File: config.mk
export PLATFORM = sky130hd
export DESIGN_NAME = cpu_load_incdec_core
export DESIGN_NICKNAME = d
export VERILOG_FILES = /design/src/hw/rtl/cpuid_pkg.sv /design/src/hw/rtl/cpuid_alu.sv /design/src/hw/rtl/cpu_load_incdec_core.sv
export SDC_FILE = /design/constraint.sdc
export NUM_CORES = 1
export LEC_CHECK = 0
export BUFFER_PORTS_ARGS = -buffer_cell sky130_fd_sc_hd__buf_2
export CORE_MARGIN = 2
export CORE_UTILIZATION = 54
export DETAILED_ROUTE_END_ITERATION = 6
export GPL_ROUTABILITY_DRIVEN = 0
export MAX_ROUTING_LAYER = met4
export PLACE_DENSITY_LB_ADDON = 0.15
export REMOVE_ABC_BUFFERS = 1
export SLEW_MARGIN = 5
export SYNTH_ARGS = -nofsm -noshare
export SYNTH_HDL_FRONTEND = slang
export SYNTH_SLANG_ARGS = --single-unit
File: constraint.sdc
create_clock -name clk_i -period 10.7 [get_ports clk_i]
set_input_delay 1.07 -clock clk_i [delete_from_list [all_inputs] [get_ports clk_i]]
set_output_delay 1.07 -clock clk_i [all_outputs]
set_load 0.01 [all_outputs]
File: src/hw/rtl/cpuid_pkg.sv
// ----------------------------------------------------------------------------
// cpuid_pkg
// Shared types, register indexes, phase codes and decode helpers for the
// load/inc/dec CPU core.
// ----------------------------------------------------------------------------
package cpuid_pkg;

  localparam logic [2:0] PhFetch    = 3'd0;
  localparam logic [2:0] PhImmLo    = 3'd1;
  localparam logic [2:0] PhImmHi    = 3'd2;
  localparam logic [2:0] PhImm8     = 3'd3;
  localparam logic [2:0] PhMemRead  = 3'd4;
  localparam logic [2:0] PhMemWrite = 3'd5;

  localparam logic [2:0] RegB = 3'd0;
  localparam logic [2:0] RegD = 3'd2;
  localparam logic [2:0] RegH = 3'd4;
  localparam logic [2:0] RegL = 3'd5;
  localparam logic [2:0] RegA = 3'd6;

  localparam logic [7:0] FlagZ = 8'h80;
  localparam logic [7:0] FlagN = 8'h40;
  localparam logic [7:0] FlagH = 8'h20;

  localparam logic [7:0] OpNop     = 8'h00;
  localparam logic [7:0] OpHalt    = 8'h76;
  localparam logic [7:0] OpIncHlm  = 8'h34;
  localparam logic [7:0] OpDecHlm  = 8'h35;
  localparam logic [7:0] OpLdHlmN  = 8'h36;
  localparam logic [7:0] OpLdAbsA  = 8'hea;
  localparam logic [7:0] OpLdAAbs  = 8'hfa;
  localparam logic [7:0] OpLdAHli  = 8'h2a;
  localparam logic [7:0] OpLdAHld  = 8'h3a;
  localparam logic [7:0] OpLdBcA   = 8'h02;
  localparam logic [7:0] OpLdDeA   = 8'h12;
  localparam logic [7:0] OpLdHliA  = 8'h22;
  localparam logic [7:0] OpLdHldA  = 8'h32;
  localparam logic [7:0] OpIncSp   = 8'h33;
  localparam logic [7:0] OpLdSpNn  = 8'h31;

  typedef struct packed {
    logic [15:0] addr;
    logic        wr;
    logic [7:0]  wdata;
    logic        done;
    logic [4:0]  cyc;
    logic        halt;
    logic        inv;
  } bus_req_t;

  // Map a 3-bit register code to the register file index (code 7 is A).
  function automatic logic [2:0] reg_index(input logic [2:0] code);
    reg_index = (code >= 3'd6) ? RegA : code;
  endfunction

  function automatic logic [4:0] cycle_count(input logic [7:0] op);
    logic [4:0] c;
    c = 5'd4;
    if (op == OpLdAbsA || op == OpLdAAbs) begin
      c = 5'd16;
    end else if ((op & 8'hcf) == 8'h01 || op == OpIncHlm || op == OpDecHlm
                 || op == OpLdHlmN) begin
      c = 5'd12;
    end else if ((op & 8'hcf) == 8'h03 || (op & 8'hc7) == 8'h06) begin
      c = 5'd8;
    end else if (op == OpLdBcA || op == OpLdDeA || op == OpLdHliA || op == OpLdHldA
                 || op == OpLdAHli || op == OpLdAHld) begin
      c = 5'd8;
    end else if (op[7:6] == 2'b01 && op != OpHalt
                 && (op[2:0] == 3'd6 || op[5:3] == 3'd6)) begin
      c = 5'd8;
    end
    cycle_count = c;
  endfunction

endpackage

File: src/hw/rtl/cpuid_alu.sv
// ----------------------------------------------------------------------------
// cpuid_alu
// 8-bit increment/decrement with Z, N and H flag update.
// ----------------------------------------------------------------------------
module cpuid_alu import cpuid_pkg::*; (
  input  logic [7:0] val_i,
  input  logic       dec_i,
  input  logic [7:0] flags_i,
  output logic [7:0] res_o,
  output logic [7:0] flags_o
);

  logic [7:0] f;

  always_comb begin
    res_o = dec_i ? val_i - 8'd1 : val_i + 8'd1;
    f = flags_i & ~(FlagZ | FlagN | FlagH);
    if (res_o == 8'd0) f = f | FlagZ;
    if (dec_i) f = f | FlagN;
    if (dec_i ? (res_o[3:0] == 4'hf) : (res_o[3:0] == 4'h0)) f = f | FlagH;
    flags_o = f;
  end

endmodule

File: src/hw/rtl/cpu_load_incdec_core.sv
// ----------------------------------------------------------------------------
// cpu_load_incdec_core
// Bus-cycle CPU core for a load / inc / dec opcode subset.
// ----------------------------------------------------------------------------
// Each input beat on read_data_i is the completion of one bus cycle; each
// output beat is the request for the next bus cycle plus instruction status.
// One input beat produces exactly one output beat.
// A result beat is registered: it appears the cycle after its input is accepted.
// Throughput: one beat per cycle unless the output stalls; the architectural
// state and the output register update in the same cycle, fed by one decode pass.
// The input stalls only when the output register is full and stalled, so a
// receiver stall back-pressures the source directly and nothing is dropped.
// At reset all state registers but the result register are zero and an
// opcode fetch at address 0 is taken as outstanding; the first input beat is that opcode byte.
// An unknown opcode stops the core: every later beat requests a read at the
// program counter with invalid_opcode_o set, until reset.
// ----------------------------------------------------------------------------
module cpu_load_incdec_core import cpuid_pkg::*; (
  input  logic        clk_i,
  input  logic        rst_ni,
  input  logic        in_valid_i,
  output logic        in_stall_o,
  input  logic [7:0]  read_data_i,
  output logic        out_valid_o,
  input  logic        out_stall_i,
  output logic [15:0] bus_address_o,
  output logic        bus_write_o,
  output logic [7:0]  write_data_o,
  output logic        instr_done_o,
  output logic [4:0]  instr_cycles_o,
  output logic        halt_seen_o,
  output logic        invalid_opcode_o
);

  logic [15:0] pc_q, pc_d, sp_q, sp_d;
  logic [7:0]  regs_q [7];
  logic [7:0]  regs_d [7];
  logic [7:0]  flags_q, flags_d, op_q, op_d, lo_q, lo_d;
  logic [2:0]  ph_q, ph_d;
  logic        stop_q, stop_d;
  logic        ovalid_q;
  bus_req_t    req_q, req_d;
  logic        accept;

  logic [7:0]  alu_in, alu_res, alu_flags;
  logic        alu_dec;

  assign in_stall_o = ovalid_q & out_stall_i;
  assign accept     = in_valid_i & ~in_stall_o;

  cpuid_alu u_alu (
    .val_i  (alu_in),
    .dec_i  (alu_dec),
    .flags_i(flags_q),
    .res_o  (alu_res),
    .flags_o(alu_flags)
  );

  logic [15:0] hl, imm16;
  logic [7:0]  rd;
  logic [2:0]  dst, src;

  always_comb begin
    rd    = read_data_i;
    hl    = {regs_q[RegH], regs_q[RegL]};
    imm16 = {rd, lo_q};
    dst   = reg_index(rd[5:3]);
    src   = reg_index(rd[2:0]);
    // ALU operand: memory byte in the memory-read phase, register otherwise
    alu_dec = (ph_q == PhMemRead) ? (op_q == OpDecHlm) : rd[0];
    alu_in  = (ph_q == PhMemRead) ? rd : regs_q[dst];

    pc_d = pc_q; sp_d = sp_q; flags_d = flags_q; op_d = op_q; lo_d = lo_q;
    ph_d = ph_q; stop_d = stop_q;
    for (int i = 0; i < 7; i++) regs_d[i] = regs_q[i];
    req_d = '0;
    req_d.addr = pc_q;

    if (stop_q) begin
      req_d.inv = 1'b1;
    end else begin
      unique case (ph_q)
        PhImmLo: begin
          lo_d = rd;
          pc_d = pc_q + 16'd1;
          req_d.addr = pc_d;
          ph_d = PhImmHi;
        end
        PhImmHi: begin
          pc_d = pc_q + 16'd1;
          req_d.addr = pc_d;
          ph_d = PhFetch;
          if (op_q == OpLdAbsA) begin
            req_d.addr = imm16; req_d.wr = 1'b1; req_d.wdata = regs_q[RegA];
            ph_d = PhMemWrite;
          end else if (op_q == OpLdAAbs) begin
            req_d.addr = imm16; ph_d = PhMemRead;
          end else begin
            if (op_q == OpLdSpNn) sp_d = imm16;
            else begin
              regs_d[{op_q[5:4], 1'b0}] = rd;
              regs_d[{op_q[5:4], 1'b1}] = lo_q;
            end
            req_d.done = 1'b1;
          end
        end
        PhImm8: begin
          pc_d = pc_q + 16'd1;
          req_d.addr = pc_d;
          ph_d = PhFetch;
          if (op_q == OpLdHlmN) begin
            req_d.addr = hl; req_d.wr = 1'b1; req_d.wdata = rd; ph_d = PhMemWrite;
          end else begin
            regs_d[reg_index(op_q[5:3])] = rd;
            req_d.done = 1'b1;
          end
        end
        PhMemRead: begin
          if (op_q == OpIncHlm || op_q == OpDecHlm) begin
            req_d.addr = hl; req_d.wr = 1'b1; req_d.wdata = alu_res;
            flags_d = alu_flags; ph_d = PhMemWrite;
          end else begin
            if (op_q == OpLdAAbs || op_q == OpLdAHli || op_q == OpLdAHld)
              regs_d[RegA] = rd;
            else
              regs_d[reg_index(op_q[5:3])] = rd;
            req_d.done = 1'b1; ph_d = PhFetch;
          end
        end
        PhMemWrite: begin
          req_d.done = 1'b1; ph_d = PhFetch;
        end
        default: begin
          op_d = rd;
          pc_d = pc_q + 16'd1;
          req_d.addr = pc_d;
          ph_d = PhFetch;
          priority if (rd == OpNop || rd == OpHalt) begin
            req_d.done = 1'b1;
          end else if ((rd & 8'hcf) == 8'h01 || rd == OpLdAbsA || rd == OpLdAAbs) begin
            ph_d = PhImmLo;
          end else if (rd == OpIncHlm || rd == OpDecHlm || rd == OpLdAHli
                       || rd == OpLdAHld) begin
            if (rd == OpLdAHli) {regs_d[RegH], regs_d[RegL]} = hl + 16'd1;
            if (rd == OpLdAHld) {regs_d[RegH], regs_d[RegL]} = hl - 16'd1;
            req_d.addr = hl; ph_d = PhMemRead;
          end else if ((rd & 8'hc6) == 8'h04) begin
            regs_d[dst] = alu_res; flags_d = alu_flags; req_d.done = 1'b1;
          end else if ((rd & 8'hcf) == 8'h03) begin
            if (rd == OpIncSp) sp_d = sp_q + 16'd1;
            else {regs_d[{rd[5:4], 1'b0}], regs_d[{rd[5:4], 1'b1}]} =
                   {regs_q[{rd[5:4], 1'b0}], regs_q[{rd[5:4], 1'b1}]} + 16'd1;
            req_d.done = 1'b1;
          end else if ((rd & 8'hc7) == 8'h06) begin
            ph_d = PhImm8;
          end else if (rd[7:6] == 2'b01) begin
            if (rd[5:3] == 3'd6) begin
              req_d.addr = hl; req_d.wr = 1'b1; req_d.wdata = regs_q[src];
              ph_d = PhMemWrite;
            end else if (rd[2:0] == 3'd6) begin
              req_d.addr = hl; ph_d = PhMemRead;
            end else begin
              regs_d[dst] = regs_q[src]; req_d.done = 1'b1;
            end
          end else if (rd == OpLdBcA || rd == OpLdDeA) begin
            req_d.addr = (rd == OpLdBcA) ? {regs_q[RegB], regs_q[RegB + 3'd1]}
                                         : {regs_q[RegD], regs_q[RegD + 3'd1]};
            req_d.wr = 1'b1; req_d.wdata = regs_q[RegA]; ph_d = PhMemWrite;
          end else if (rd == OpLdHliA || rd == OpLdHldA) begin
            {regs_d[RegH], regs_d[RegL]} = (rd == OpLdHliA) ? hl + 16'd1 : hl - 16'd1;
            req_d.addr = hl; req_d.wr = 1'b1; req_d.wdata = regs_q[RegA];
            ph_d = PhMemWrite;
          end else begin
            stop_d = 1'b1; req_d.done = 1'b1; req_d.inv = 1'b1;
          end
        end
      endcase
      if (req_d.done && !req_d.inv) begin
        req_d.cyc  = cycle_count(op_d);
        req_d.halt = (op_d == OpHalt);
      end
    end
  end

  always_ff @(posedge clk_i or negedge rst_ni) begin
    if (!rst_ni) begin
      pc_q <= '0; sp_q <= '0; flags_q <= '0; op_q <= '0; lo_q <= '0;
      ph_q <= PhFetch; stop_q <= 1'b0; ovalid_q <= 1'b0;
      for (int i = 0; i < 7; i++) regs_q[i] <= '0;
    end else begin
      if (accept) begin
        pc_q <= pc_d; sp_q <= sp_d; flags_q <= flags_d; op_q <= op_d; lo_q <= lo_d;
        ph_q <= ph_d; stop_q <= stop_d;
        for (int i = 0; i < 7; i++) regs_q[i] <= regs_d[i];
        ovalid_q <= 1'b1;
      end else if (!out_stall_i) begin
        ovalid_q <= 1'b0;
      end
    end
  end

  // Result register: load on every accepted beat
  always_ff @(posedge clk_i) begin
    if (accept) req_q <= req_d;
  end

  assign out_valid_o      = ovalid_q;
  assign bus_address_o    = req_q.addr;
  assign bus_write_o      = req_q.wr;
  assign write_data_o     = req_q.wdata;
  assign instr_done_o     = req_q.done;
  assign instr_cycles_o   = req_q.cyc;
  assign halt_seen_o      = req_q.halt;
  assign invalid_opcode_o = req_q.inv;

endmodule
# ---- Yosys cells after proc, flatten, opt, wreduce, memory -nomap -nowiden
# Index checks and enable logic that the tools add are counted.
# W data, S select, Z words.
dict set report classes {
  reduce_logical 47
  magnitude_cmp 16
  bitwise 14
  mux 142
  n_eq_ne 71
  n_addsub 6
}
# cell count
set ops {}
lappend ops {{$mux W56} 13}
lappend ops {{$bwmux W56} 7}
lappend ops {{$mux W26} 10}
lappend ops {{$pmux W56 S4} 1}
lappend ops {{$mux W16} 13}
lappend ops {{$mux W25} 7}
lappend ops {{$mux W8} 21}
lappend ops {{$eq A8 B6 Y1 const B} 20}
lappend ops {{$demux W8 S3} 6}
lappend ops {{$bmux W8 S3} 4}
lappend ops {{$mux W32} 3}
lappend ops {{$pmux W16 S5} 1}
lappend ops {{$mux W3} 18}
lappend ops {{$add A16 B1 Y16 const B} 3}
lappend ops {{$eq A8 B8 Y1 const B} 6}
lappend ops {{$mux W48} 1}
lappend ops {{$pmux W9 S4} 1}
lappend ops {{$ne A6 B4 Y1 const B} 5}
lappend ops {{$ge A4 B4 Y1 const B} 7}
lappend ops {{$not A3 Y4} 7}
lappend ops {{$mux W1} 25}
lappend ops {{$lt A4 B1 Y1 const B} 6}
lappend ops {{$ne A8 B6 Y1 const B} 3}
lappend ops {{$logic_or A1 B1 Y1} 22}
lappend ops {{other kinds (43)} 86}
dict set report totals {
  ff_bits 126
  elab_cells 318
}

# ---- Logic depth before layout (Yosys ltp)
dict set report logic_depth {
  depth_word 26
  mapped_depth 21
  depth_no_buf 15
}

# ---- By module
# Synthesis repeated with hierarchy kept, for this count alone.
dict set report unflattened {
  hier_cells 1656
  hier_area_um2 13201.4
}
# module area_per_inst_um2 cells_each seq_area_each_um2 instances
set modules_own_cells {}
lappend modules_own_cells {cpu_load_incdec_core 12788.5 1603 3458.3 1}
lappend modules_own_cells {cpuid_alu 412.9 53 0.0 1}

# ---- Worst setup path after synthesis
# Ideal clock, no wire load.
dict set report synth_timing {
  path_type {input -> register}
  startpoint {input port read_data_i[5]}
  endpoint {register req_q (netlist bit write_data_o[5]), data pin}
  slack_ns 5.807
  stages 19
  arrival_time_ns 4.628
  setup_time_ns 0.266
  cell_sequence {buf_4 buf_2 buf_4 inv_1 clkbuf_1 clkbuf_1 clkbuf_1 o21ai_0 a22oi_1 o21ai_0 o21ai_0 ha_1 o211a_1 o31a_1 a31oi_1 xnor2_1 a222oi_1 o22a_1 nor2_1}
}
dict set report synth_between {
  elab_chain_cells 19
}
# element line
set synth_rtl {}
lappend synth_rtl {{start: declaration} cpu_load_incdec_core.sv:23} ;# input logic [7:0] read_data_i,
lappend synth_rtl {{$eq A8 B6 Y1} cpu_load_incdec_core.sv:169} ;# end else if (rd == OpLdHliA || rd == OpLdHldA) begin
lappend synth_rtl {{$logic_or A1 B1 Y1} cpu_load_incdec_core.sv:169}
lappend synth_rtl {{$mux W25} cpu_load_incdec_core.sv:169}
lappend synth_rtl {{$mux W25} cpu_load_incdec_core.sv:165} ;# end else if (rd == OpLdBcA || rd == OpLdDeA) begin
lappend synth_rtl {{$mux W26} cpu_load_incdec_core.sv:156} ;# end else if (rd[7:6] == 2'b01) begin
lappend synth_rtl {{$mux W26} cpu_load_incdec_core.sv:154} ;# end else if ((rd & 8'hc7) == 8'h06) begin
lappend synth_rtl {{$mux W26} cpu_load_incdec_core.sv:149} ;# end else if ((rd & 8'hcf) == 8'h03) begin
lappend synth_rtl {{$mux W26} cpu_load_incdec_core.sv:147} ;# end else if ((rd & 8'hc6) == 8'h04) begin
lappend synth_rtl {{[3 not listed]} -}
lappend synth_rtl {{$mux W26} cpu_load_incdec_core.sv:82} ;# unique case (ph_q)
lappend synth_rtl {{$mux W26} cpu_load_incdec_core.sv:79} ;# if (stop_q) begin
lappend synth_rtl {{$mux W25} cpu_load_incdec_core.sv:149}
lappend synth_rtl {{$mux W25} cpu_load_incdec_core.sv:147}
lappend synth_rtl {{$mux W10} cpu_load_incdec_core.sv:142} ;# end else if (rd == OpIncHlm || rd == OpDecHlm || rd == OpLdAHli
lappend synth_rtl {{$mux W26} cpu_load_incdec_core.sv:140} ;# end else if ((rd & 8'hcf) == 8'h01 || rd == OpLdAbsA || rd == OpLdAAbs) begin
lappend synth_rtl {{$mux W25} cpu_load_incdec_core.sv:138} ;# priority if (rd == OpNop || rd == OpHalt) begin
lappend synth_rtl {{$pmux W9 S4 *} cpu_load_incdec_core.sv:82}
lappend synth_rtl {{end signal: assignment} cpu_load_incdec_core.sv:204} ;# if (accept) req_q <= req_d;
lappend synth_rtl {{end: declaration} cpu_load_incdec_core.sv:42} ;# bus_req_t req_q, req_d;
# Mark *: on every way between the ends. The rest lies on a longest branch, timed or not. The select of a mux whose other input is x is not followed.
# A chain may end at the register's enable or synchronous reset.

==> impl_metrics.json <==
{
  "tightest_slew_ns": 1.46,
  "drive_gt1_share_pct": 11.6,
  "globalRouteTotalUtil_pct": 44.8,
  "clk-insertion-delay-late_ns": 0.46,
  "synth.most_common_cell": "nand2_1",
  "slowest_delay_ns": 1.15,
  "ys_ff_latch": 124,
  "clkSinkCount": 124,
  "nNetsFinal": 1648,
  "start_kind": "input port",
  "synth-async-reset-ratio_pct": 75.0,
  "dr.first_iter.drc_count": 3309,
  "syn_inst": 1676,
  "p_per_area_mw_per_mm2": 258,
  "synthDistinctLibCells": 94,
  "layout_min_cycle_time_ns": 5.33,
  "antenna_found_initial": 0,
  "yosys_warnings": 0,
  "die-area_sq_mm": 0.0255,
  "routed_wl_mm": 56.2,
  "hold_viol_final": 0,
  "htree_levels": 4,
  "worstPathArrival_ns": 5.67,
  "maxSlewHeadroom_pct": 2.16,
  "clock_path_buffers": 2,
  "final.setup.worst_slack_ns": 5.37,
  "die_y_microns": 160,
  "place_hpwl_mm": 38.0,
  "violations": "DRC",
  "place_ws_ns": 5.25,
  "cts-root-buf": "clkbuf_16",
  "route.detailed.drc": 25,
  "drtAntennaViolNets": 0,
  "clkTransAtPathRegs_ns": 0.06,
  "row_count": 56,
  "cts_tree": "built",
  "viasPerCell": 7.76,
  "crit_required_ns": 11.05,
  "post_cts_buffers": 0,
  "fin_area_sq_mm": 0.0140,
  "ys_top_cells_by_area": "dfrtp_1, edfxtp_1, mux2i_1, nand2_1, o21ai_0",
  "ir_drop_mv": 0.165,
  "grt_start_max_net_pins": 69,
  "portBuffers": 44,
  "endpoint_kind": "register",
  "coreArea_sq_mm": 0.0236,
  "yosysTopAreaCellShare_pct": 17.8,
  "yosysTopAreaCell": "dfrtp_1",
  "hp-class": "reg2reg",
  "avgSynthCellArea_sq_um": 7.80,
  "synth_area_sq_mm": 0.0131,
  "max_freq_ghz": 0.188,
  "yosysSeqAreaShare_pct": 24.9,
  "setup_viol": 0,
  "synthFlopType": "dfrtp_1",
  "rsz0062_at_grt": "false",
  "grt_pass1_wl_mm": 85.2,
  "hold_buffers": 0,
  "cts_resized": 0,
  "slowest_stage": "xor2_1",
  "synth_edf_count": 31,
  "slew_viol_final": 0,
  "crit_chain": "buf_2 -> inv_1 -> nor3_1 -> a211o_1 -> a22oi_1 -> o21ai_0 -> o21ai_0 -> ha_1 -> a21o_1 -> nor2_1 -> o21a_1 -> o31ai_2 -> xor2_1 -> a221oi_1 -> o31ai_1",
  "wire_per_inst_microns": 28.7,
  "placed_cell_area_sq_mm": 0.0133,
  "outcome": "complete, but fails checks",
  "critPathMostFrequentCell": "o21ai_0",
  "p_leak_nw": 5.18,
  "grt_pass1_vias": 14257,
  "critPathKind": "in2reg",
  "fin_tns_setup_ns": 0,
  "synth_common_cells": "nand2_1, nor2_1, o21ai_0, a21oi_1, clkbuf_1",
  "period_share_pct": 49.8,
  "drt_pass1_iterations": 7,
  "start_util_pct": 55.3,
  "area_growth_pct": 6.85,
  "utilization_pct": 59.1,
  "crit_fanout": 31,
  "overflow": 0,
  "ios": 47,
  "die_x_microns": 160,
  "skew_ns": 0.0152,
  "cts-buffers-inserted": 17,
  "drv_cap": 0,
  "antenna_cells": 0,
  "vias": 15169
}
-- per-stage QoR --
step | std cells | total power (W) | hold slack (ns)
after global placement | 1923 | 0.00278 | 0.498
after detailed placement | 1923 | 0.00280 | 0.512
after global routing | 1955 | 0.00372 | 0.568
after CTS | 1955 | 0.00345 | 0.534
final | 1955 | 0.00361 | 0.520
after floorplan | 1519 | 0.00207 | 0.493
-- power breakdown --
| part | total [W] | switching (W) | internal [W] |
|---|---|---|---|
| Combinational | 0.00200 | 0.00130 | 0.000696 |
| Sequential | 0.000961 | 0.000357 | 0.000605 |
| Clock | 0.000649 | 0.000258 | 0.000391 |
| Total | 0.00361 | 0.00192 | 0.00169 |
-- path summary, 6_finish.rpt --
path / startpoint / to / slack (ns) / cells past startpoint
max in group asynchronous: rst_ni / pc_q[5] / 8.91 / 2
min in group asynchronous: rst_ni / async pin / 0.64 / 1
worst max-delay path: read_data_i[5] / register / 5.37 / 15
worst min register to register: out_valid_o / out_valid_o / 0.52 / 2
worst min-delay path: out_valid_o / out_valid_o / 0.52 / 2
worst max register to register: op_q[3] / register / 5.87 / 13
-- layout make-up --
type,count,area [sq um]
Fill cell,2179,9650
Multi-Input combinational cell,1370,9050
Sequential cell,124,3260
Timing Repair Buffer,85,531
Clock buffer,18,429
Tap cell,319,399
Clock inverter,14,195
Inverter,25,93.8
-- routing by layer --
metal / vias up / track usage (%) / wire length [microns] / part of all wire (%)
met2: 1450 / 60.0 / 21800 / 39
li1: 6289 / - / - / -
met4: 0 / 28.6 / 4870 / 8.7
met1: 7010 / 55.2 / 19900 / 35
met3: 420 / 18.2 / 9550 / 17
met5: - / - / 0 / 0
-- layout by cell type (no fill, tap or decap), types with 18 or more instances in the layout --
master,Yosys,final
xnor2_1,49,49
nand2_1,204,204
o22ai_1,32,32
nor2_1,146,145
a221oi_1,38,38
a21oi_1,116,115
a22oi_1,28,28
edfxtp_1,31,31
nor2b_1,21,21
mux2i_1,84,84
buf_4,6,42
nor3_1,39,39
o221ai_1,31,31
o21ai_0,124,124
o31ai_1,18,18
a31oi_1,19,19
nand2b_1,20,20
inv_1,22,22
o211ai_1,21,21
a221o_1,19,19
dfrtp_1,93,93
mux2_2,22,22
buf_2,29,43
nand3_1,39,39
xor2_1,20,20
-- cell families (layout without fill, tap and decap cells) --
logic type      count (synthesis)  after routing  synth area share (%)
compound gates                591            591                  31.1
xor+xnor                       69             69                  4.63
fa+ha+maj                      13             13                  1.30
buf+inv                       183            142                  5.94
flops                         124            124                  24.9
mux                           121            121                  10.9
other cells                     1              2                0.0287
simple gates                  574            574                  21.1
-- critical path, delay by kind of cell --
kind / cells / cell delay [ns]
adders and majority gates: 1 / 0.21
xor gates and xnor gates: 1 / 1.15
buffers and inverters: 2 / 0.95
AOI/OAI and AO/OA: 9 / 2.10
and+or+nand+nor: 2 / 0.16
(Power assumes the default switching activity.)
